**src/hdl/rrs_pkg.sv**
```systemverilog
// Shared types, constants and helper functions of the three-level round-robin scheduler.
// Depends on nothing; every other file of the block refers to it by scoped names.
package rrs_pkg;

    localparam int QUEUE_DEPTH = 64;
    localparam int NUM_LEVELS  = 3;
    localparam int PTR_W       = (QUEUE_DEPTH > 1) ? $clog2(QUEUE_DEPTH) : 1;
    localparam int CNT_W       = $clog2(QUEUE_DEPTH + 1);
    localparam int ADDR_W      = $clog2(NUM_LEVELS * QUEUE_DEPTH);

    localparam logic FUNC_ADD     = 1'b0;
    localparam logic FUNC_PROCESS = 1'b1;

    localparam logic [7:0] QUANTUM_RESET = 8'd2;

    typedef logic [PTR_W-1:0]  t_ptr;
    typedef logic [CNT_W-1:0]  t_cnt;
    typedef logic [ADDR_W-1:0] t_addr;
    typedef logic [1:0]        t_level;

    typedef enum logic [2:0] {
        ST_ADDED    = 3'd0,
        ST_FULL     = 3'd1,
        ST_BAD_PRIO = 3'd2,
        ST_REQUEUED = 3'd3,
        ST_FINISHED = 3'd4,
        ST_NONE     = 3'd5
    } t_status;

    typedef struct packed {
        logic        func;
        logic [7:0]  task_id;
        logic [15:0] task_time;
        logic [1:0]  priority_req;
    } t_item;

    typedef struct packed {
        t_status     status;
        logic [7:0]  served_task_id;
        logic [7:0]  run_time;
        logic [15:0] remaining_time;
        logic [1:0]  served_level;
    } t_result;

    typedef struct packed {
        logic [7:0]  task_id;
        logic [15:0] task_time;
    } t_entry;

    typedef struct packed {
        logic   push;
        t_level push_lvl;
        logic   pop;
    } t_ptr_req;

    typedef struct packed {
        logic   any_pending;
        t_level pop_lvl;
        t_addr  head_addr;
        logic   push_full;
        t_addr  tail_addr;
    } t_ptr_stat;

    function automatic t_ptr ptr_inc(input t_ptr p);
        ptr_inc = (p == t_ptr'(QUEUE_DEPTH - 1)) ? '0 : p + t_ptr'(1);
    endfunction

    function automatic t_addr slot_addr(input t_level lvl, input t_ptr p);
        case (lvl)
            2'd0:    slot_addr = t_addr'(p);
            2'd1:    slot_addr = t_addr'(QUEUE_DEPTH) + t_addr'(p);
            default: slot_addr = t_addr'(2 * QUEUE_DEPTH) + t_addr'(p);
        endcase
    endfunction

endpackage

```
**src/hdl/rrs_mem.sv**
```systemverilog
// Task entry store: one array holding the FIFO slots of all three levels.
// One write port and one read port with registered read data; uses rrs_pkg.
module rrs_mem (
    input  logic            i_clk,
    input  logic            i_we,
    input  rrs_pkg::t_addr  i_waddr,
    input  rrs_pkg::t_entry i_wdata,
    input  rrs_pkg::t_addr  i_raddr,
    output rrs_pkg::t_entry o_rdata
);

    rrs_pkg::t_entry r_mem [rrs_pkg::NUM_LEVELS * rrs_pkg::QUEUE_DEPTH];
    rrs_pkg::t_entry r_rdata;

    always_ff @(posedge i_clk) begin
        if (i_we) begin
            r_mem[i_waddr] <= i_wdata;
        end
        r_rdata <= r_mem[i_raddr];
    end

    assign o_rdata = r_rdata;

endmodule

```
**config.mk**
```make
export PLATFORM = sky130hd
export DESIGN_NAME = rrs_mem
export DESIGN_NICKNAME = d
export VERILOG_FILES = /design/src/hdl/rrs_pkg.sv /design/src/hdl/rrs_mem.sv
export SDC_FILE = /design/constraint.sdc
export NUM_CORES = 2
export LEC_CHECK = 0
export ABC_AREA = 0
export ABC_CLOCK_PERIOD_IN_PS = 5300
export BUFFER_PORTS_ARGS = -buffer_cell sky130_fd_sc_hd__buf_2
export CAP_MARGIN = 20
export CORE_MARGIN = 1.5
export CORE_UTILIZATION = 45
export CTS_BUF_LIST = sky130_fd_sc_hd__clkbuf_8
export CTS_CLUSTER_SIZE = 20
export DETAILED_ROUTE_END_ITERATION = 8
export PLACE_DENSITY = 0.57
export REMOVE_ABC_BUFFERS = 1
export SYNTH_ARGS = -nofsm -noshare
export SYNTH_HDL_FRONTEND = slang
export SYNTH_MEMORY_MAX_BITS = 65536
export SYNTH_SLANG_ARGS = --single-unit
export TNS_END_PERCENT = 30
```
**constraint.sdc**
```tcl
create_clock -name i_clk -period 5.3 [get_ports i_clk]
set_clock_uncertainty 0.2 [all_clocks]
set_input_delay 0.53 -clock i_clk [delete_from_list [all_inputs] [get_ports i_clk]]
set_output_delay 0.53 -clock i_clk [all_outputs]
set_load 0.05 [all_outputs]
```
# Yosys cells after proc, flatten, opt, wreduce, memory -nomap -nowiden
# Memory sizes are Yosys's and may differ from the RTL's. A register that Yosys moved wholly into a read port is not among the register bits.
# Index checks and enable logic that the tools add are counted.
# totals
reg_bits	0
ram_bits	4608
wordCells	3
n_memories	1
# mem_list
name	words	word_bits	rd	rd_ports_with_merged_regs	wr	line	rtl
r_mem	192	24	1	1	1	rrs_mem.sv:12	rrs_pkg::t_entry r_mem [rrs_pkg::NUM_LEVELS * rrs_pkg::QUEUE_DEPTH];
# classes
n_mux	2
# ops
cell	n
2-to-1 mux 1 bit	2

# Longest topological paths before layout
# depth
word_depth	2
ltp_mapped	13

# Least setup slack after synthesis
# Ideal clock, no wire load.
# synth_path
path_kind	in2reg
from	input i_raddr[0]
to	register, netlist name o_rdata[1]
setup_time_ps	138
arrival_ps	2870
t_required_ps	4962
slack_ps	2092
cell_stages	9
n_path_buf	5
path_cell_list	buf_6 -> buf_6 -> buf_4 -> buf_4 -> buf_2 -> mux4_2 -> mux4_2 -> a211oi_1 -> o2111ai_1
# synth_rtl
element	line	rtl
start: declaration	rrs_mem.sv:8	input rrs_pkg::t_addr i_raddr,

==> metrics.md <==
| Metric | Value |
|---|---|
| Outcome | `finished, final reports clean` |
| Seq/Total Area, Yosys | `~79%` |
| Relative slew slack | `between 10% and 20%` |
| Total power | `around 72 mW` |
| CP required | `6.20 ns` |
| TritonCTS clock tree | `yes` |
| Mux cell area share after synthesis | `around 16%` |
| Die Ht | `roughly 630 µm` |
| RSZ-0062 raised after global routing | `no` |
| WL per Instance | `35.2 µm` |
| Hold Vio Cnt, Final | `0` |
| Synth Flop Type | `edfxtp_1` |
| Die footprint | `approximately 400000 µm²` |
| Post-synth EDFFs | `between 4000 and 5000` |
| CP Launch Type | `primary input` |
| Share of layout cells above drive strength 1 | `30.8%` |
| Fmax | `approximately 260 MHz` |
| Post-synth cell types | `49` |
| Cts repair resizes | `0` |
| Ys async rst share | `0%` |
| Measured slew at the worst slew-check pin | `around 1.3 ns` |
| Post-detailed-route count of antenna-violating nets | `0` |
| Filler Cell Count | `just over 30000` |
| Top cells by count, synth | `edfxtp_1, mux4_2, mux2i_1` |
| Port buffer count | `65` |
| Peak VDD IR | `0.266 mV` |
| Nets | `roughly 8600` |
| Pleak | `about 64 nW` |
| Layout Area Growth over Synthesis | `13.6%` |
| Initial antenna violation count | `51` |
| Synth Area in Compound Gates | `2.19%` |
| CTS buffer count | `740` |
| Hold Slack | `roughly 0.12 ns` |
| Final Instance Area | `201000 µm²` |
| Yosys warns | `0` |
| Reg2reg path depth | `8` |
| Synth top area cells | `edfxtp_1, mux4_2, mux2i_1` |
| Routed WL | `around 510 mm` |
| Post-CTS setup buffer count | `0` |
| Post-route DRC violation count | `0` |
| Simple-gate area share of the yosys netlist | `1.63%` |
| Overflow after GRT | `0` |
| Avg Cell Area, Syn | `~23 µm²` |
| XOR/XNOR share of the synthesized area | `0%` |
| Min Clock Period, post-route | `3.81 ns` |
| Clock Tree Buf Depth | `4` |
| Cell taking the most area after synthesis | `edfxtp_1` |
| Cell Rows | `between 200 and 250` |
| Adder-cell area share of the yosys netlist | `0%` |
| Setup TNS | `0 ns` |
| First-pass GRT wire length | `~700 mm` |
| Total GRT Usage | `between 20% and 30%` |
| DP HPWL | `289 mm` |
| Gpl congestion | `~0.89` |
| FF+latch count, synth | `roughly 4600` |
| H-Tree Depth | `6` |
| Core footprint | `390000 µm²` |
| Clock root cell | `clkbuf_8` |
| # hold bufs at CTS | `43` |
| WHS Path Cells | `2` |
| CP arrival | `about 4.7 ns` |
| Synth top area share | `78.3%` |
| Vias in the first global route | `88824` |
| Clk_lat worst skew | `between 1 and 1.5 ns` |
| Ports | `66` |
| Number of max-cap violations | `0` |
| Clock-pin slew of the registers on the worst-case setup and hold paths | `around 0.060 ns` |
| Critical path class | `primary input to register` |
| Initial core utilization | `between 40% and 50%` |
| TritonRoute pass-1 iters | `7` |
| Min-delay worst type | `primary input to register` |
| Clock Sinks | `between 4000 and 5000` |
| Pin count of the biggest net entering global routing | `around 190` |
| CP endpoint kind | `register` |
| CP max FO | `14` |
| Synthesized area | `177000 µm²` |
| Final worst-path cycle share | `a little under three quarters` |
| First DRT Iteration DRCs | `11802` |
| Final worst setup slack | `approximately 1.5 ns` |
| Vias per std cell | `6.13` |
| Most common cell in the netlist | `edfxtp_1` |
| Syn Inst Count | `slightly below 8000` |
| Final setup fails | `0` |
| Max-slew violation count | `0` |
| Die X | `approximately 630 µm` |
| Main combinational cell family by area after synthesis | `multiplexers` |
| Placed cell area | `between 150000 and 200000 µm²` |
| DP Worst Slack | `roughly 0.72 ns` |
| Pwr/cell area | `about 360 nW/µm²` |
| Vias | `approximately 88000` |
worst paths after layout:
check	startpoint	slack, ns	endpoint
worst max-delay path	i_raddr[5]	1.49	o_rdata[4]
worst min-delay path	i_wdata[1]	0.12	r_mem[129][1]
worst max register to register	r_mem[63][4]	2.12	o_rdata[4]
worst min register to register	r_mem[127][9]	0.73	o_rdata[9]
area by class of cell:
cell class | instances | area [µm²] | share of cell area (%)
inverters | 5 | 32.5 | 0.0162
flip-flops and latches | 4632 | 139000 | 69.2
clock buffers | 757 | 10400 | 5.19
well taps | 5197 | 6500 | 3.24
multi-input cells | 2613 | 36600 | 18.2
diodes | 36 | 90.1 | 0.0449
clock inverters | 564 | 2800 | 1.39
repair buffers | 579 | 5390 | 2.69
through the flow:
| step | instances | utilization [%] |
|---|---|---|
| global placement | 12959 | 47.8 |
| CTS | 14336 | 51.4 |
| detailed placement | 12972 | 47.9 |
| finish | 14383 | 51.5 |
| global route | 14369 | 51.5 |
| floorplan | 7250 | - |
cell families (layout without fill, tap and decap cells):
| logic type | count (synthesis) | in the layout |
|---|---|---|
| flip-flops | 4632 | 4632 |
| multiplexers | 1421 | 1421 |
| AND/OR/NAND/NOR | 651 | 651 |
| AO/OA/AOI/OAI | 541 | 541 |
| buffers and inverters | 441 | 1905 |
| other | 0 | 36 |
power breakdown:
group / leakage, nW / total [mW] / switching (mW) / internal (mW)
Clock: 7.78 / 27.9 / 14.1 / 13.7
Sequential: 41.6 / 40.5 / 0.104 / 40.4
Combinational: 14.1 / 3.95 / 2.61 / 1.33
Total: 63.5 / 72.3 / 16.8 / 55.5
per-layer routing:
metal	global-route usage, %	part of all wire, %
met5	0	0.0055
met4	8.47	3.4
met3	5.13	8.9
met2	38.9	46
met1	36.4	41
worst max-delay path, stage by stage:
cell,delay [ns]
dlygate4sd3_1,0.54
buf_4,0.22
buf_4,0.32
nor2_2,0.70
buf_4,0.35
nand2b_1,0.16
o221ai_1,0.21
a2111oi_1,0.16
clkdlybuf4s18_2,0.29
buf_4,0.15
a211oi_1,0.57
buf_4,0.31
o221ai_1,0.14
cells in the final DEF (no fill, tap or decap), types with 71 or more instances in the layout:
master	synthesis	layout
clkinv_1	1	166
buf_4	74	402
nor2_2	0	114
a21oi_1	110	110
nor2_4	0	82
inv_1	1	281
mux2i_1	236	236
edfxtp_1	4608	4608
clkbuf_8	0	757
a22oi_1	94	94
nand2_1	205	204
o221ai_1	71	71
mux4_2	1170	1170
registers in the layout (all words and copies together) (netlist names):
register	cells
o_rdata	24
r_mem	4608
(Power assumes the default switching activity.)
