### src/hdl/rrs_pkg.sv
// Shared types, constants and helper functions of the three-level round-robin scheduler.
// Depends on nothing; every other file of the block refers to it by scoped names.
package rrs_pkg;

    localparam int QUEUE_DEPTH = 64;
    localparam int NUM_LEVELS  = 3;
    localparam int PTR_W       = (QUEUE_DEPTH > 1) ? $clog2(QUEUE_DEPTH) : 1;
    localparam int CNT_W       = $clog2(QUEUE_DEPTH + 1);
    localparam int ADDR_W      = $clog2(NUM_LEVELS * QUEUE_DEPTH);

    localparam logic FUNC_ADD     = 1'b0;
    localparam logic FUNC_PROCESS = 1'b1;

    localparam logic [7:0] QUANTUM_RESET = 8'd2;

    typedef logic [PTR_W-1:0]  t_ptr;
    typedef logic [CNT_W-1:0]  t_cnt;
    typedef logic [ADDR_W-1:0] t_addr;
    typedef logic [1:0]        t_level;

    typedef enum logic [2:0] {
        ST_ADDED    = 3'd0,
        ST_FULL     = 3'd1,
        ST_BAD_PRIO = 3'd2,
        ST_REQUEUED = 3'd3,
        ST_FINISHED = 3'd4,
        ST_NONE     = 3'd5
    } t_status;

    typedef struct packed {
        logic        func;
        logic [7:0]  task_id;
        logic [15:0] task_time;
        logic [1:0]  priority_req;
    } t_item;

    typedef struct packed {
        t_status     status;
        logic [7:0]  served_task_id;
        logic [7:0]  run_time;
        logic [15:0] remaining_time;
        logic [1:0]  served_level;
    } t_result;

    typedef struct packed {
        logic [7:0]  task_id;
        logic [15:0] task_time;
    } t_entry;

    typedef struct packed {
        logic   push;
        t_level push_lvl;
        logic   pop;
    } t_ptr_req;

    typedef struct packed {
        logic   any_pending;
        t_level pop_lvl;
        t_addr  head_addr;
        logic   push_full;
        t_addr  tail_addr;
    } t_ptr_stat;

    function automatic t_ptr ptr_inc(input t_ptr p);
        ptr_inc = (p == t_ptr'(QUEUE_DEPTH - 1)) ? '0 : p + t_ptr'(1);
    endfunction

    function automatic t_addr slot_addr(input t_level lvl, input t_ptr p);
        case (lvl)
            2'd0:    slot_addr = t_addr'(p);
            2'd1:    slot_addr = t_addr'(QUEUE_DEPTH) + t_addr'(p);
            default: slot_addr = t_addr'(2 * QUEUE_DEPTH) + t_addr'(p);
        endcase
    endfunction

endpackage

### src/hdl/rrs_ptrs.sv
// Head pointers, tail pointers and fill counts of the three FIFO levels.
// Picks the highest non-empty level for a pop; uses rrs_pkg.
module rrs_ptrs (
    input  logic               i_clk,
    input  logic               i_rst_n,
    input  rrs_pkg::t_ptr_req  i_req,
    output rrs_pkg::t_ptr_stat o_stat
);

    rrs_pkg::t_ptr r_head [rrs_pkg::NUM_LEVELS];
    rrs_pkg::t_ptr r_tail [rrs_pkg::NUM_LEVELS];
    rrs_pkg::t_cnt r_cnt  [rrs_pkg::NUM_LEVELS];
    rrs_pkg::t_ptr n_head [rrs_pkg::NUM_LEVELS];
    rrs_pkg::t_ptr n_tail [rrs_pkg::NUM_LEVELS];
    rrs_pkg::t_cnt n_cnt  [rrs_pkg::NUM_LEVELS];

    rrs_pkg::t_level pop_lvl;
    logic            any_pending;
    rrs_pkg::t_ptr   head_sel;
    rrs_pkg::t_ptr   tail_sel;
    logic            full_sel;

    always_comb begin
        any_pending = (r_cnt[0] != '0) || (r_cnt[1] != '0) || (r_cnt[2] != '0);
        if (r_cnt[2] != '0) begin
            pop_lvl = 2'd2;
        end else if (r_cnt[1] != '0) begin
            pop_lvl = 2'd1;
        end else begin
            pop_lvl = 2'd0;
        end
        case (pop_lvl)
            2'd2:    head_sel = r_head[2];
            2'd1:    head_sel = r_head[1];
            default: head_sel = r_head[0];
        endcase
        case (i_req.push_lvl)
            2'd0: begin
                tail_sel = r_tail[0];
                full_sel = (r_cnt[0] == rrs_pkg::t_cnt'(rrs_pkg::QUEUE_DEPTH));
            end
            2'd1: begin
                tail_sel = r_tail[1];
                full_sel = (r_cnt[1] == rrs_pkg::t_cnt'(rrs_pkg::QUEUE_DEPTH));
            end
            2'd2: begin
                tail_sel = r_tail[2];
                full_sel = (r_cnt[2] == rrs_pkg::t_cnt'(rrs_pkg::QUEUE_DEPTH));
            end
            default: begin
                tail_sel = r_tail[0];
                full_sel = 1'b1;
            end
        endcase
    end

    assign o_stat.any_pending = any_pending;
    assign o_stat.pop_lvl     = pop_lvl;
    assign o_stat.head_addr   = rrs_pkg::slot_addr(pop_lvl, head_sel);
    assign o_stat.push_full   = full_sel;
    assign o_stat.tail_addr   = rrs_pkg::slot_addr(i_req.push_lvl, tail_sel);

    always_comb begin
        logic pop_hit;
        logic push_hit;
        for (int l = 0; l < rrs_pkg::NUM_LEVELS; l++) begin
            pop_hit  = i_req.pop && any_pending && (pop_lvl == rrs_pkg::t_level'(l));
            push_hit = i_req.push && (i_req.push_lvl == rrs_pkg::t_level'(l));
            n_head[l] = pop_hit ? rrs_pkg::ptr_inc(r_head[l]) : r_head[l];
            n_tail[l] = push_hit ? rrs_pkg::ptr_inc(r_tail[l]) : r_tail[l];
            case ({push_hit, pop_hit})
                2'b10:   n_cnt[l] = r_cnt[l] + rrs_pkg::t_cnt'(1);
                2'b01:   n_cnt[l] = r_cnt[l] - rrs_pkg::t_cnt'(1);
                default: n_cnt[l] = r_cnt[l];
            endcase
        end
    end

    always_ff @(posedge i_clk) begin
        if (!i_rst_n) begin
            for (int l = 0; l < rrs_pkg::NUM_LEVELS; l++) begin
                r_head[l] <= '0;
                r_tail[l] <= '0;
                r_cnt[l]  <= '0;
            end
        end else begin
            for (int l = 0; l < rrs_pkg::NUM_LEVELS; l++) begin
                r_head[l] <= n_head[l];
                r_tail[l] <= n_tail[l];
                r_cnt[l]  <= n_cnt[l];
            end
        end
    end

    a_cnt_bound: assert property (@(posedge i_clk) disable iff (!i_rst_n)
        (r_cnt[0] <= rrs_pkg::t_cnt'(rrs_pkg::QUEUE_DEPTH)) &&
        (r_cnt[1] <= rrs_pkg::t_cnt'(rrs_pkg::QUEUE_DEPTH)) &&
        (r_cnt[2] <= rrs_pkg::t_cnt'(rrs_pkg::QUEUE_DEPTH)))
        else $error("fill count above queue depth");

    a_no_push_full: assert property (@(posedge i_clk) disable iff (!i_rst_n)
        i_req.push |-> !o_stat.push_full)
        else $error("push into a full level");

    a_no_push_pop: assert property (@(posedge i_clk) disable iff (!i_rst_n)
        !(i_req.push && i_req.pop))
        else $error("push and pop in the same cycle");

endmodule

### config.mk
export PLATFORM = sky130hd
export DESIGN_NAME = rrs_ptrs
export DESIGN_NICKNAME = d
export VERILOG_FILES = /design/src/hdl/rrs_pkg.sv /design/src/hdl/rrs_ptrs.sv
export SDC_FILE = /design/constraint.sdc
export NUM_CORES = 1
export LEC_CHECK = 0
export ABC_AREA = 1
export BUFFER_PORTS_ARGS = -buffer_cell sky130_fd_sc_hd__buf_2
export CORE_AREA = 2 2 79 119
export CTS_CLUSTER_DIAMETER = 150
export DETAILED_ROUTE_END_ITERATION = 8
export DIE_AREA = 0 0 81 121
export GPL_TIMING_DRIVEN = 0
export PLACE_DENSITY = 0.61
export SLEW_MARGIN = 20
export SYNTH_ARGS = -nofsm -noshare
export SYNTH_HDL_FRONTEND = slang
export SYNTH_SLANG_ARGS = --single-unit
### constraint.sdc
create_clock -name i_clk -period 3.2 [get_ports i_clk]
set_input_delay 0.32 -clock i_clk [delete_from_list [all_inputs] [get_ports i_clk]]
set_output_delay 0.32 -clock i_clk [all_outputs]
set_load 0.01 [all_outputs]
# Word level (Yosys, flattened, before mapping)
# Memories as Yosys holds them, arrays and structs flattened.
# Cells that the tools add are included.
[op_classes] addsub=16 n_eq_ne=19 n_mux=33 bitwise=9 n_reduce_logical=14
[ops] cell="$mux 6" count=18
[ops] cell="$pmux 7 s2" count=3
[ops] cell="$add 6x1->6 const B" count=6
[ops] cell="$eq 6x6->1 const B" count=6
[ops] cell="$pmux 8 s2" count=2
[ops] cell="$pmux 6 s2" count=2
[ops] cell="$add 7x1->7 const B" count=3
[ops] cell="$eq 7x7->1 const B" count=3
[ops] cell="$mux 7" count=3
[ops] cell="$reduce_bool 7->1" count=3
[ops] cell="$sub 7x1->7 const B" count=3
[ops] cell="$add 7x6->8 const A" count=2
[ops] cell="$add 8x6->8 const A" count=2
[ops] cell="$eq 2x1->1 const B" count=5
[ops] cell="$eq 2x2->1 const B" count=5
[ops] cell="$or 1x1->1" count=9
[ops] cell="$logic_and 1x1->1" count=7
[ops] cell="$logic_not 2->1" count=2
[ops] cell="$mux 1" count=3
[ops] cell="$pmux 1 s3" count=1
[ops] cell="$logic_or 1x1->1" count=2
[ops] cell="$mux 2" count=1
[totals] regBits=0 ram_bits=57 input_bits=6 elab_cells=94 memories=3
[memory_table] name="r_cnt" depth=3 width=7 rd=3 rd_ports_with_merged_regs=0 write_ports=3 line="rrs_ptrs.sv:12" source="rrs_pkg::t_cnt r_cnt [rrs_pkg::NUM_LEVELS];"
[memory_table] name="r_head" depth=3 width=6 rd=3 rd_ports_with_merged_regs=0 write_ports=3 line="rrs_ptrs.sv:10" source="rrs_pkg::t_ptr r_head [rrs_pkg::NUM_LEVELS];"
[memory_table] name="r_tail" depth=3 width=6 rd=3 rd_ports_with_merged_regs=0 write_ports=3 line="rrs_ptrs.sv:11" source="rrs_pkg::t_ptr r_tail [rrs_pkg::NUM_LEVELS];"

# Longest topological paths before layout
# An unclocked memory read counts as a cell.
[depth] depth_word=9 ltp_mapped=16 ltp_nobuf=16

# Worst setup path before layout
# Ideal clock, no wire load.
[synth_timing] path_kind="register to register" startpoint="mem r_cnt[0][8] (netlist bit)" endpoint="mem r_cnt[0][6] (netlist bit)" setup_time_ns=0.109 arrival_ns=2.320 t_required_ns=3.091 slack_ns=0.771 path_stages_with_launch=15 period_less_slack_ns=2.429 cell_sequence="dfxtp_1 nor2_2 nand2_1 nor2_8 nand4_4 inv_1 ha_1 inv_1 fa_1 o21ai_0 nand2_1 nand3_1 nand3_1 nand2_1 inv_1"
[synth_rtl] item="start: declaration" line="rrs_ptrs.sv:12"

==> out/qor.json <==
{
  "fraction_of_the_yosys_area_taken_by_sequential_cells": {"value": 30.2, "unit": "%"},
  "grt-ovfl-total": {"value": 0},
  "netlist-cell-type-count": {"value": 43},
  "timing.max_cap.violations": {"value": 0},
  "grt_first_pass_wirelength": {"value": 15.1, "unit": "mm"},
  "drt-total-wl": {"value": 8.97, "unit": "mm"},
  "width_of_the_die": {"value": 81, "unit": "µm"},
  "routed_wire_length_per_instance": {"value": 13.3, "unit": "µm"},
  "tritoncts": {"value": "done"},
  "dr_wl_met2": {"value": 4.79, "unit": "mm"},
  "period_share": {"value": 89.0, "unit": "%"},
  "syn_nets": {"value": 564},
  "n_antenna_cell": {"value": 0},
  "power.total": {"value": 0.00359, "unit": "W"},
  "dieArea": {"value": 9800, "unit": "µm²"},
  "critical_path_class": {"value": "flop to flop"},
  "cellPowerDensity": {"value": 816, "unit": "nW/µm²"},
  "core_region_area": {"value": 8720, "unit": "µm²"},
  "gp_congestion": {"value": 0.866},
  "clockRootBuffer": {"value": "clkbuf_16"},
  "grt_max_degree": {"value": 11},
  "path_clk_slew": {"value": 0.05, "unit": "ns"},
  "rows": {"value": 42},
  "static_leakage": {"value": 1.98, "unit": "nW"},
  "h-tree-depth": {"value": 3},
  "critical_path.startpoint_type": {"value": "flop"},
  "number_of_iterations_in_the_first_detailed_routing_pass": {"value": 4},
  "power.ir.vdd_worst": {"value": 417, "unit": "µV"},
  "max-slew-margin-rel": {"value": 53.4, "unit": "%"},
  "timing.hold.worst.class": {"value": "primary input to flop"},
  "cts_setup_buffers": {"value": 0},
  "nNetsFinal": {"value": 599},
  "detailed_place.area": {"value": 4030, "unit": "µm²"},
  "clock.fmax": {"value": 351, "unit": "MHz"},
  "remaining_routing_drc_violations": {"value": 0},
  "status": {"value": "completed"},
  "global_route.usage.total": {"value": 20.0, "unit": "%"},
  "synth_top_area_share": {"value": 30.2, "unit": "%"},
  "floorplan.initialDensity": {"value": 43.2, "unit": "%"},
  "routed_via_density": {"value": 5.20},
  "routed-wl-met3": {"value": 292, "unit": "µm"},
  "report.final.slew_viol_count": {"value": 0},
  "tritoncts.num_buffers": {"value": 9},
  "tightestPinTransition": {"value": 0.699, "unit": "ns"},
  "period_minus_slack": {"value": 2.85, "unit": "ns"},
  "synth_largest_area_cell": {"value": "dfxtp_1"},
  "area_delta_synth_final": {"value": 16.5, "unit": "%"},
  "drtIter0Drc": {"value": 158},
  "holdPathStages": {"value": 3},
  "worstPathMaxFanout": {"value": 10},
  "die_h": {"value": 121, "unit": "µm"},
  "route.antenna.remaining_nets": {"value": 0},
  "io_pins": {"value": 26},
  "rsz_0062_raised_after_global_routing": {"value": "no"},
  "setup_tns": {"value": 0, "unit": "ns"},
  "synth_cells": {"value": 527},
  "report.final.hold_viol_count": {"value": 0},
  "cts_resized": {"value": 0},
  "finalSetupViolations": {"value": 0},
  "finalCoreUtilization": {"value": 50.4, "unit": "%"},
  "top_layer": {"value": "met4"},
  "final.setup_skew": {"value": 0.00791, "unit": "ns"},
  "grt_pass1_vias": {"value": 3398},
  "cts.sinks": {"value": 57},
  "r2r_cells": {"value": 14},
  "detailed_place_hpwl": {"value": 6.94, "unit": "mm"},
  "grt_antenna_before_repair": {"value": 0},
  "clk_latency": {"value": 0.33, "unit": "ns"},
  "worst_ep_required_time": {"value": 3.43, "unit": "ns"},
  "wire_length_on_met1": {"value": 3.62, "unit": "mm"},
  "buffer_ports.inserted": {"value": 24},
  "worst_setup_path_end_kind": {"value": "flop"},
  "cts.hold.buffers_added": {"value": 0},
  "synthesis.yosys.warnings": {"value": 0},
  "yosys-top-cells-area": {"value": "dfxtp_1 30%, ha_1 9.3%, nand2_1 9.1%, inv_1 6.8%, a21oi_1 6.4%"},
  "synth_seq_cells": {"value": 57},
  "clk_path_buf_depth": {"value": 2},
  "syn-cell-area": {"value": 3770, "unit": "µm²"},
  "routed-via-count": {"value": 3519},
  "fin_area": {"value": 4390, "unit": "µm²"},
  "hold_slack": {"value": 0.386, "unit": "ns"},
  "worst_ep_arrival_time": {"value": 3.08, "unit": "ns"},
  "share_of_cells_above_drive_strength_1": {"value": 14.6, "unit": "%"},
  "post_synth.cell_area_avg": {"value": 7.16, "unit": "µm²"}
}
[stage by stage]
stage	cells	setup WS (ns)
2_1_floorplan	527	0.771
3_3_place_gp	661	0.371
3_5_place_dp	661	0.370
4_1_cts	677	0.360
5_1_grt	677	0.0271
6_report	677	0.353
[flip-flops by register name, summed over array words and instances (netlist names)]
| register | flops |
|---|---|
| r_cnt | 21 |
| r_tail | 18 |
| r_head | 18 |
[logic make-up after synthesis]
logic type | share of synthesized area [%]
flops | 30.2
xor+xnor | 3.25
compound gates | 14.9
fa+ha+maj | 10.9
simple gates | 31.2
buf+inv | 9.59
[layout make-up]
| cell class | count | area (µm²) |
|---|---|---|
| Clock buffer | 12 | 267 |
| Buffer | 11 | 66.3 |
| Sequential cell | 57 | 1140 |
| Inverter | 78 | 295 |
| Clock inverter | 4 | 97.6 |
| Multi-Input combinational cell | 381 | 2270 |
| Tap cell | 110 | 138 |
| Timing Repair Buffer | 24 | 120 |
| Fill cell | 890 | 4330 |
[worst paths after layout]
kind	start	slack [ns]	endpoint
worst min register to register	r_tail[0][0]	0.49	r_tail[0][0]
worst max-delay path	r_cnt[0][10]	0.35	r_cnt[0][6]
worst max register to register	r_cnt[0][10]	0.35	r_cnt[0][6]
worst min-delay path	i_req[0]	0.39	r_head[0][4]
[report_power, final]
part	switching, W	leakage [nW]	internal, W
sequential	0.000118	0.464	0.000823
clock	0.000342	0.175	0.000824
combinational	0.000939	1.34	0.000539
[synthesized netlist by cell type, drive strengths merged]
library cell and n:
a41oi 1, nand2 98, inv 76, nor3b 3
o221ai 4, nor3 7, or2 6, a31oi 3
ha 28, o22ai 4, o211ai 6, nand4 9
xnor2 3, nand3b 1, dfxtp 57, xor2 11
o21ai 36, fa 3, nor2 69, clkinv 2
nor4 1, a21oi 48, a211oi 1, nand3 39
buf 7, clkbuf 4
[worst max-delay path, cell delays in order (launching register included)]
cell	delay [ns]
dfxtp_1	0.33
nor2_2	0.17
nand2_1	0.15
nor2_8	0.21
nand4_4	0.21
inv_1	0.15
ha_1	0.34
inv_1	0.10
fa_1	0.40
o21ai_0	0.28
nand2_1	0.13
nand3_1	0.09
nand3_1	0.08
nand2_1	0.08
inv_1	0.04
[routing by layer]
layer	global-route usage [%]	vias to the layer above
met5	0	-
met4	9.64	0
met3	4.32	20
met2	36.1	71
met1	21.4	1618
li1	-	1810
[cell usage in the layout (no fill, tap or decap), drive strengths merged, types with 4 or more instances in the layout]
| master | netlist | layout |
|---|---|---|
| a21oi | 48 | 48 |
| buf | 7 | 31 |
| clkbuf | 4 | 16 |
| dfxtp | 57 | 57 |
| ha | 28 | 28 |
| inv | 76 | 76 |
| nand2 | 98 | 98 |
| nand3 | 39 | 39 |
| nand4 | 9 | 9 |
| nor2 | 69 | 69 |
| nor3 | 7 | 7 |
| o211ai | 6 | 6 |
| o21ai | 36 | 36 |
| o221ai | 4 | 4 |
| o22ai | 4 | 4 |
| or2 | 6 | 6 |
| xor2 | 11 | 11 |
Power figures use the tool's default switching activity.
